`src/hdl/ptae_pkg.sv`:
```
`default_nettype none
package ptae_pkg;

	// Q47.16 accumulator limits
	localparam logic [63:0] ACC_MAX = 64'h7FFF_FFFF_FFFF_FFFF;
	localparam logic [63:0] ACC_MIN = 64'h8000_0000_0000_0000;

	// controller commands to the datapath
	typedef struct packed {
		logic capture;   // latch input word, clear accumulator and flag
		logic rd_exp;    // read table at the word's exponent
		logic rd_idx;    // read table at the Horner index
		logic wr_term;   // write accumulated coefficient back
		logic mul_lo;    // low partial product
		logic mul_hi;    // high partial product
		logic mul_fix;   // combine, floor shift and clip the product
		logic add_coef;  // add coefficient with clipping, step index down
		logic out_load;  // move accumulator into the result register
	} cmd_t;

	// datapath status to the controller
	typedef struct packed {
		logic idx_zero;
	} stat_t;

endpackage
`default_nettype wire

```
`src/hdl/ptae_ctrl.sv`:
```
`default_nettype none
module ptae_ctrl (
	input  wire logic            clk,
	input  wire logic            arst_n,
	input  wire logic            in_valid,
	output logic                 in_ready,
	input  wire logic            action,
	output logic                 out_valid,
	input  wire logic            out_ready,
	output ptae_pkg::cmd_t       cmd,
	input  wire ptae_pkg::stat_t stat
);

	import ptae_pkg::*;

	typedef enum logic [7:0] {
		ST_IDLE   = 8'b0000_0001,
		ST_ADD_RD = 8'b0000_0010,
		ST_ADD_WR = 8'b0000_0100,
		ST_MUL_LO = 8'b0000_1000,
		ST_MUL_HI = 8'b0001_0000,
		ST_FIX    = 8'b0010_0000,
		ST_ADD    = 8'b0100_0000,
		ST_FINISH = 8'b1000_0000
	} state_t;

	state_t state_q;
	state_t state_nxt;
	logic   out_valid_q;
	logic   in_fire;
	logic   out_free;

	assign in_ready  = (state_q == ST_IDLE);
	assign in_fire   = in_valid && in_ready;
	assign out_valid = out_valid_q;
	assign out_free  = !out_valid_q || out_ready;

	// next state and commands
	always_comb begin
		state_nxt = state_q;
		cmd       = '0;
		unique case (state_q)
			ST_IDLE: begin
				cmd.capture = in_fire;
				if (in_fire) begin
					state_nxt = action ? ST_MUL_LO : ST_ADD_RD;
				end
			end
			ST_ADD_RD: begin
				cmd.rd_exp = 1'b1;
				state_nxt  = ST_ADD_WR;
			end
			ST_ADD_WR: begin
				cmd.wr_term = 1'b1;
				state_nxt   = ST_IDLE;
			end
			ST_MUL_LO: begin
				cmd.rd_idx = 1'b1;
				cmd.mul_lo = 1'b1;
				state_nxt  = ST_MUL_HI;
			end
			ST_MUL_HI: begin
				cmd.mul_hi = 1'b1;
				state_nxt  = ST_FIX;
			end
			ST_FIX: begin
				cmd.mul_fix = 1'b1;
				state_nxt   = ST_ADD;
			end
			ST_ADD: begin
				cmd.add_coef = 1'b1;
				state_nxt    = stat.idx_zero ? ST_FINISH : ST_MUL_LO;
			end
			ST_FINISH: begin
				cmd.out_load = out_free;
				if (out_free) begin
					state_nxt = ST_IDLE;
				end
			end
			default: begin
				state_nxt = ST_IDLE;
			end
		endcase
	end

	// advance state, hold result valid until taken
	always_ff @(posedge clk or negedge arst_n) begin
		if (!arst_n) begin
			state_q     <= ST_IDLE;
			out_valid_q <= 1'b0;
		end else begin
			state_q <= state_nxt;
			if (cmd.out_load) begin
				out_valid_q <= 1'b1;
			end else if (out_ready) begin
				out_valid_q <= 1'b0;
			end
		end
	end

`ifndef SYNTHESIS
	a_finish_holds: assert property (@(posedge clk) disable iff (!arst_n)
		(state_q == ST_FINISH && out_valid_q && !out_ready) |=> (state_q == ST_FINISH))
		else $error("result overwritten while previous word still waiting");
	a_eval_start: assert property (@(posedge clk) disable iff (!arst_n)
		(in_fire && action) |=> (state_q == ST_MUL_LO))
		else $error("evaluate word did not start Horner walk");
	a_add_rmw: assert property (@(posedge clk) disable iff (!arst_n)
		(state_q == ST_ADD_RD) |=> (state_q == ST_ADD_WR))
		else $error("table read not followed by write back");
	a_load_free: assert property (@(posedge clk) disable iff (!arst_n)
		cmd.out_load |-> (!out_valid_q || out_ready))
		else $error("result register loaded while occupied");
`endif

endmodule
`default_nettype wire

```
`config.mk`:
```
export PLATFORM = sky130hd
export DESIGN_NAME = ptae_ctrl
export DESIGN_NICKNAME = d
export VERILOG_FILES = /design/src/hdl/ptae_pkg.sv /design/src/hdl/ptae_ctrl.sv
export SDC_FILE = /design/constraint.sdc
export NUM_CORES = 1
export LEC_CHECK = 0
export BUFFER_PORTS_ARGS = -buffer_cell sky130_fd_sc_hd__buf_4
export CORE_AREA = 2 2 39 41
export CTS_BUF_LIST = sky130_fd_sc_hd__clkbuf_2
export CTS_CLUSTER_SIZE = 8
export DETAILED_ROUTE_END_ITERATION = 10
export DIE_AREA = 0 0 41 43
export GPL_ROUTABILITY_DRIVEN = 1
export PLACE_DENSITY = 0.67
export SETUP_SLACK_MARGIN = 0.1
export SYNTH_ARGS = -nofsm -noshare
export SYNTH_HDL_FRONTEND = slang
export SYNTH_SLANG_ARGS = --single-unit
```
`constraint.sdc`:
```
create_clock -name clk -period 1.85 [get_ports clk]
set_input_delay 0.37 -clock clk [delete_from_list [all_inputs] [get_ports clk]]
set_output_delay 0.37 -clock clk [all_outputs]
set_load 0.02 [all_outputs]
```
* Yosys cells after proc, flatten, opt, wreduce, memory -nomap -nowiden
Index checks and enable logic that the tools add are counted.
** Word-level totals
- Output and inout bits :: 11
- Logic and storage cells :: 32
- Flip-flop bits (word level) :: 9
- Input port bits :: 6
** Cells by class
- Equal/unequal tests :: 10
- Muxes and demuxes :: 15
- Reductions and logical operators :: 5
** Operators by type and width (number)
- $pmux 8 s7 :: 1
- $mux 8 :: 3
- $mux 1 :: 10
- $eq 8x1->1 const B :: 1
- $eq 8x2->1 const B :: 1
- $eq 8x3->1 const B :: 1
- $eq 8x4->1 const B :: 1
- $eq 8x5->1 const B :: 1
- $eq 8x6->1 const B :: 1
- $eq 8x7->1 const B :: 1
- $eq 8x8->1 const B :: 1
- $mux 4 :: 1
- $ne 2x1->1 const B :: 1
- $ne 2x2->1 const B :: 1
- $reduce_and 2->1 :: 1
- $reduce_bool 2->1 :: 1
- $logic_and 1x1->1 :: 1
- $logic_not 1->1 :: 1
- $logic_or 1x1->1 :: 1

* Depth between registers and ports, before layout
Gate-level depths: netlist of run 1.
- Word-level depth :: 4
- Gate-level depth with buffers :: 5
- Mapped depth without buffers :: 4

* Worst setup path before layout of run 1
No wires, ideal clock.
- Kind :: reg2out
- From :: reg state_q[6]
- To :: out cmd[2] (netlist name)
- Buffers on the path :: 0
- Stages on the path, launching flop included :: 4
- Slack :: -0.232 ns
- Required time :: 1.480 ns
- Arrival :: 1.712 ns
- Cells stage by stage :: dfrtp_1 > nor4_2 > or3b_4 > nor3b_1
** RTL lines
- start, declared :: RTL line ptae_ctrl.sv:27 : state_t state_q;
- start signal, assigned :: RTL line ptae_ctrl.sv:92 : state_q <= state_nxt;
- end, declared :: RTL line ptae_ctrl.sv:10 : output ptae_pkg::cmd_t cmd,

==> flow_summary.toml, run 1 <==
[routing]
drt_pre_antenna_iters = 5
antenna_left = 0
wl_per_cell_um = 14.16
drtIter0Drc = 2
drc = 0
dr_total_vias = 517
detail_route.vias_per_cell = 5.119
routed_wl_um = 1430

[yosys]
syn_inst = 50
yosys-top-cells-area = "dfrtp_1, and4b_1, dfstp_2"
syn_area_per_cell_um2 = 10.46
syn-num-nets = 56
synth_seq_cells = 9
syn_area_um2 = 523.0
yosys.area.top_type = "dfrtp_1"
synth_top_area_frac = 0.3828
synth_cell_type_count = 27
synth_warnings = 0
ys_seq_area_frac = 0.4330

[timing]
fin_setup_tns_ns = -0.9501
slew_headroom = 0.8120
worst_slack_ns = -0.2861
hold_ws_ns = 0.2670
post-route-min-period_ns = 2.136
maxSlewViolCount = 0
tightest_slew_ns = 0.2819
setup_viol = 8
fmax_mhz = 468.1
finalClockSkew_ns = 0.009585
hold_violations = 0
period_share = 1.155
grt_setup_unrepaired = "true"

[power_and_ir_drop]
p_seq_frac = 0.246
pwr-share-clk = 0.106
switching_share = 0.3771
power.net_switching_w = 0.0004442
p_leak_nw = 0.4482
p_per_area_mw_per_mm2 = 1262
pwr-share-comb = 0.647
peakVddDrop_mv = 0.7115
internal_power_w = 0.0007337

[grt]
grt_overflow = 0
grt_pass1_vias = 519
grt_max_degree = 10
antenna_found_initial = 0
grt_use_total = 0.1965
grt_pass1_wl_um = 2304

[critical_path]
r2r_cells = 6
worst_ep_required_time_ns = 1.48
cp-end-kind = "primary output"
worst_r2r_endpoint = "state_q[0]"
crit_chain = "nor4_4 -> or3b_4 -> nor3b_4 -> buf_6"
r2r-start = "state_q[0]"
worst-path-buf-inv = 1
critical_path.top_delay_family = "simple AND/OR/NAND/NOR gates"
start_kind = "flop"
crit_path_max_incr_delay_ns = 0.45
cp_max_fo = 3
ff2ff_setup_slack_ns = 0.17
critPathKind = "flop to primary output"
crit_slowest_cell = "or3b_4"
arrival_ns = 1.77

[status]
status = "finished, violations left"
violations = "setup timing"

[placed_design]
dpl.hpwl_um = 968.2
io_buffers = 16
postPlaceCellArea_um2 = 724.4
post-place-ws_ns = -0.1099
place_congestion = 0.8032

[worst_hold_path]
hold_depth = 2
min_to = "state_q[1]"
worst_hold_startpoint = "action"
hp-class = "primary input to flop"

[clock_network]
path_clk_slew_ns = 0.09
cts_buffer_depth = 2
cts_sinks = 9
clkLatencyLatePin_ns = 0.25
ctsHtreeMaxLevel = 1
cts_buffers = 3
cts-root-buf = "clkbuf_2"
cts_tree = "built"

[final_layout]
diodes = 0
drive_above_1_share = 0.6588
multiInputGateArea_um2 = 356.6
fillers = 103
ff_latch_area_um2 = 229.0
syn_to_final_growth_pct = 78.47
design_area_um2 = 933.4
fin_util = 0.6745
nets = 92

[run]
drv_cap = 0

[floorplanning]
core_area_mm2 = 0.001384
die-width_um = 41
ioPinCount = 17
row_count = 14
initial_utilization = 0.3779
dieArea_mm2 = 0.001763
die_height_um = 43
cell usage in the layout (no fill, tap or decap), types with 2 or more instances in the layout:
cell type / instances
nor3_1: 2
nor3b_1: 2
dfrtp_2: 2
and4b_2: 2
nor2_1: 3
nor4_4: 2
nor2b_1: 3
and4b_1: 3
buf_4: 23
buf_6: 9
dfrtp_1: 6
clkbuf_2: 4
logic make-up after synthesis:
family | Yosys count | synth area share
buf+inv | 4 | 0.04543
compound gates | 6 | 0.08375
simple gates | 30 | 0.4211
xor+xnor | 1 | 0.01675
flops | 9 | 0.4330
stage by stage:
stage | total power [W] | cells
detailed placement | 0.0008288 | 89
global route | 0.001252 | 101
floorplan | 0.0005783 | 50
finish | 0.001178 | 101
global placement | 0.0008144 | 89
CTS | 0.001068 | 98
synthesized netlist by cell type, drive strengths merged:
master,number
dfrtp,8
and4b,5
nor2b,4
nor3,4
nor3b,4
buf,3
nor2,3
and3,2
nor4,2
or3b,2
a211oi,1
a21o,1
a21oi,1
a221o,1
a22oi,1
and2,1
dfstp,1
inv,1
nand2,1
nand2b,1
nand3,1
o22ai,1
xnor2,1
routing by layer:
metal / share of wire / vias up / track usage
li1: - / 256 / -
met1: 0.46 / 247 / 0.2694
met2: 0.50 / 12 / 0.2844
met3: 0.029 / 2 / 0.03665
met4: 0.0098 / 0 / 0.1000
met5: 0 / - / 0
state kept, by name, summed over array words and instances, names as in the netlist:
signal / count
out_valid: 1
state_q: 8
cell type report:
| type | count | area share |
|---|---|---|
| multi-input combinational | 37 | 0.3820 |
| timing repair buffer | 34 | 0.3257 |
| sequential | 9 | 0.2453 |
| clock buffer | 4 | 0.02145 |
| tap | 16 | 0.02145 |
| inverter | 1 | 0.004021 |
how the worst max path moves through the flow:
| stage | startpoint | to | slack [ns] | cells past startpoint |
|---|---|---|---|---|
| 5_1_grt | state_q[2] | cmd[4] | -0.41 | 4 |
| 6_report | state_q[0] | cmd[4] | -0.29 | 4 |
| 3_5_place_dp | state_q[2] | cmd[6] | -0.11 | 4 |
| 2_1_floorplan | state_q[2] | cmd[6] | -0.20 | 4 |
| 4_1_cts | state_q[2] | cmd[6] | -0.29 | 4 |
| 3_3_place_gp | state_q[2] | cmd[4] | -0.06 | 4 |
power by group through the flow:
stage / sequential (W) / clock (W) / combinational, W
after floorplan: 0.000284 / 0 / 0.000294
after global placement: 0.000272 / 0 / 0.000542
after detailed placement: 0.000274 / 0 / 0.000555
after CTS: 0.000274 / 0.000131 / 0.000663
after global routing: 0.000294 / 0.000145 / 0.000813
final: 0.000290 / 0.000125 / 0.000763
what timing repair did:
item                                    CTS  global route
hold buffers                              1             0
endpoints found under the setup margin   10            11
endpoints found under the hold margin     8             0
resized for setup                        12            15
pin swaps                                 4             8
buffers inserted                          4             5
(Power assumes the default switching activity.)
==> run 2, diff against run 1 <==
--- a/config.mk
+++ b/config.mk
@@ -13,3 +13,3 @@
 export DIE_AREA = 0 0 41 43
-export GPL_ROUTABILITY_DRIVEN = 1
+export GPL_ROUTABILITY_DRIVEN = 0
 export PLACE_DENSITY = 0.67
==> constraint.sdc (replaced) <==
create_clock -name clk -period 1.85 [get_ports clk]
set_input_delay 0.4625 -clock clk [delete_from_list [all_inputs] [get_ports clk]]
set_output_delay 0.4625 -clock clk [all_outputs]
set_load 0.02 [all_outputs]
==> run 2 against run 1 <==
Clock skew is essentially flat. Largest power group unchanged. Combinational power grew 2%. Clock power is essentially flat. Critical path depth is the same. Power grew 1.4%. The run still ends with setup timing left. Worst hold slack gained 0.098 ns. Critical endpoint is now cmd[6]. Sequential power is essentially flat. First-iteration DRC count grew to 4.5 times the previous value. Worst setup slack lost 0.14 ns. Design area grew 2.4%. Sequential share of layout area shrank 0.32 points. Via count grew 7.2%.
==> flow_summary.toml, run 2 (synthesis results as in run 1) <==
[critical_path]
cp_max_fo = 3
r2r_cells = 7
start_kind = "flop"
worst-path-buf-inv = 1
r2r-start = "state_q[0]"
cp-endpoint = "cmd[6]"
arrival_ns = 1.81
crit_chain = "nor4_4 -> or3b_4 -> nor3b_4 -> buf_6"
critPathLaunch = "state_q[6]"
crit_slowest_cell = "or3b_4"
ff2ff_setup_slack_ns = 0.13
crit_path_max_incr_delay_ns = 0.45
critPathKind = "flop to primary output"
worst_ep_required_time_ns = 1.39
cp-end-kind = "primary output"
path_depth = 4
worst_r2r_endpoint = "state_q[0]"
critical_path.top_delay_family = "simple AND/OR/NAND/NOR gates"

[floorplanning]
die-width_um = 41
dieArea_mm2 = 0.001763
die_height_um = 43
core_area_mm2 = 0.001384
initial_utilization = 0.3779
row_count = 14
ioPinCount = 17

[routing]
drt_pre_antenna_iters = 4
detail_route.vias_per_cell = 5.276
antenna_left = 0
drc = 0
dr_total_vias = 554
routed_wl_um = 1667
drtIter0Drc = 9
wl_per_cell_um = 15.88

[final_layout]
fin_cells = 105
fin_util = 0.6908
nets = 96
mostFrequentLayoutCells = "buf_4, buf_6"
regMostFlops = "state_q"
largest_reg_flops = 8
final_common_cell = "buf_4"
drive_above_1_share = 0.6742
diodes = 0
syn_to_final_growth_pct = 82.78

[timing]
hold_violations = 0
finalClockSkew_ns = 0.009266
period_share = 1.229
fmax_mhz = 439.9
slew_headroom = 0.8261
post-route-min-period_ns = 2.273
fin_setup_tns_ns = -2.463
worst_slack_ns = -0.4233
tightest_slew_ns = 0.2589
maxSlewViolCount = 0
setup_viol = 10
grt_setup_unrepaired = "true"

[grt]
grt_pass1_wl_um = 2366
grt_pass1_vias = 509
antenna_found_initial = 0
grt_max_degree = 10
grt_use_total = 0.2110
grt_overflow = 0

[clock_network]
path_clk_slew_ns = 0.09
cts-root-buf = "clkbuf_2"
clkLatencyLatePin_ns = 0.24
ctsHtreeMaxLevel = 1
cts_buffers = 3
cts_sinks = 9
cts_tree = "built"
cts_buffer_depth = 2

[worst_hold_path]
hp-class = "primary input to flop"

[power_and_ir_drop]
peakVddDrop_mv = 0.6729
p_per_area_mw_per_mm2 = 1249
p_leak_nw = 0.4663

[status]
status = "finished, violations left"
violations = "setup timing"

[placed_design]
io_buffers = 16
dpl.cell_count = 89
dpl.hpwl_um = 998.7

[run]
drv_cap = 0
## run 2: area by class of cell
class	count	area (µm²)
Clock buffer	4	20.02
Fill cell	102	427.9
Inverter	1	3.754
Multi-Input combinational cell	37	351.6
Sequential cell	9	231.5
Tap cell	16	20.02
Timing Repair Buffer	38	329.1
## run 2: where the power goes
group	total, W	switching (W)	leakage (nW)	internal [W]
clock network	0.000122	0.0000649	0.0166	0.0000575
logic	0.000779	0.000344	0.335	0.000435
registers	0.000293	0.0000516	0.114	0.000241
## run 2: per-stage QoR
step | setup WS [ns] | power, W | hold WS (ns) | instance area (µm²)
finish | -0.4233 | 0.001194 | 0.3645 | 955.9
global placement | -0.1045 | 0.0008075 | 0.2911 | 726.9
CTS | -0.3713 | 0.001137 | 0.009804 | 894.6
global route | -0.5048 | 0.001253 | 0.3394 | 955.9
detailed placement | -0.1337 | 0.0008176 | 0.2905 | 726.9
floorplan | -0.2912 | 0.0005880 | 0.1669 | 535.5
## run 2: how the worst min path moves through the flow
| stage | cells after the start | from | slack (ns) | end |
|---|---|---|---|---|
| after floorplan | 0 | arst_n | 0.17 | out_valid |
| after global placement | 1 | arst_n | 0.29 | state_q[7] |
| after detailed placement | 1 | arst_n | 0.29 | out_valid |
| after CTS | 1 | arst_n | 0.01 | out_valid |
| after global routing | 2 | action | 0.34 | state_q[1] |
| final | 2 | action | 0.36 | state_q[1] |
## run 2: what timing repair did
item | in CTS | in global routing
endpoints found under the setup margin | 10 | 11
setup buffers | 11 | 6
gates resized for setup | 23 | 4
endpoints found under the hold margin | 0 | 8
cloned | 0 | 0
pin swaps | 10 | 8
hold buffers | 0 | 1
## run 2: metal layers
layer / wire length, µm / vias to the layer above / global-route usage
met5: 0 / - / 0
met4: 27 / 0 / 0.1000
met3: 49 / 4 / 0.04712
met2: 886 / 17 / 0.3250
met1: 703 / 266 / 0.2669
li1: - / 267 / -
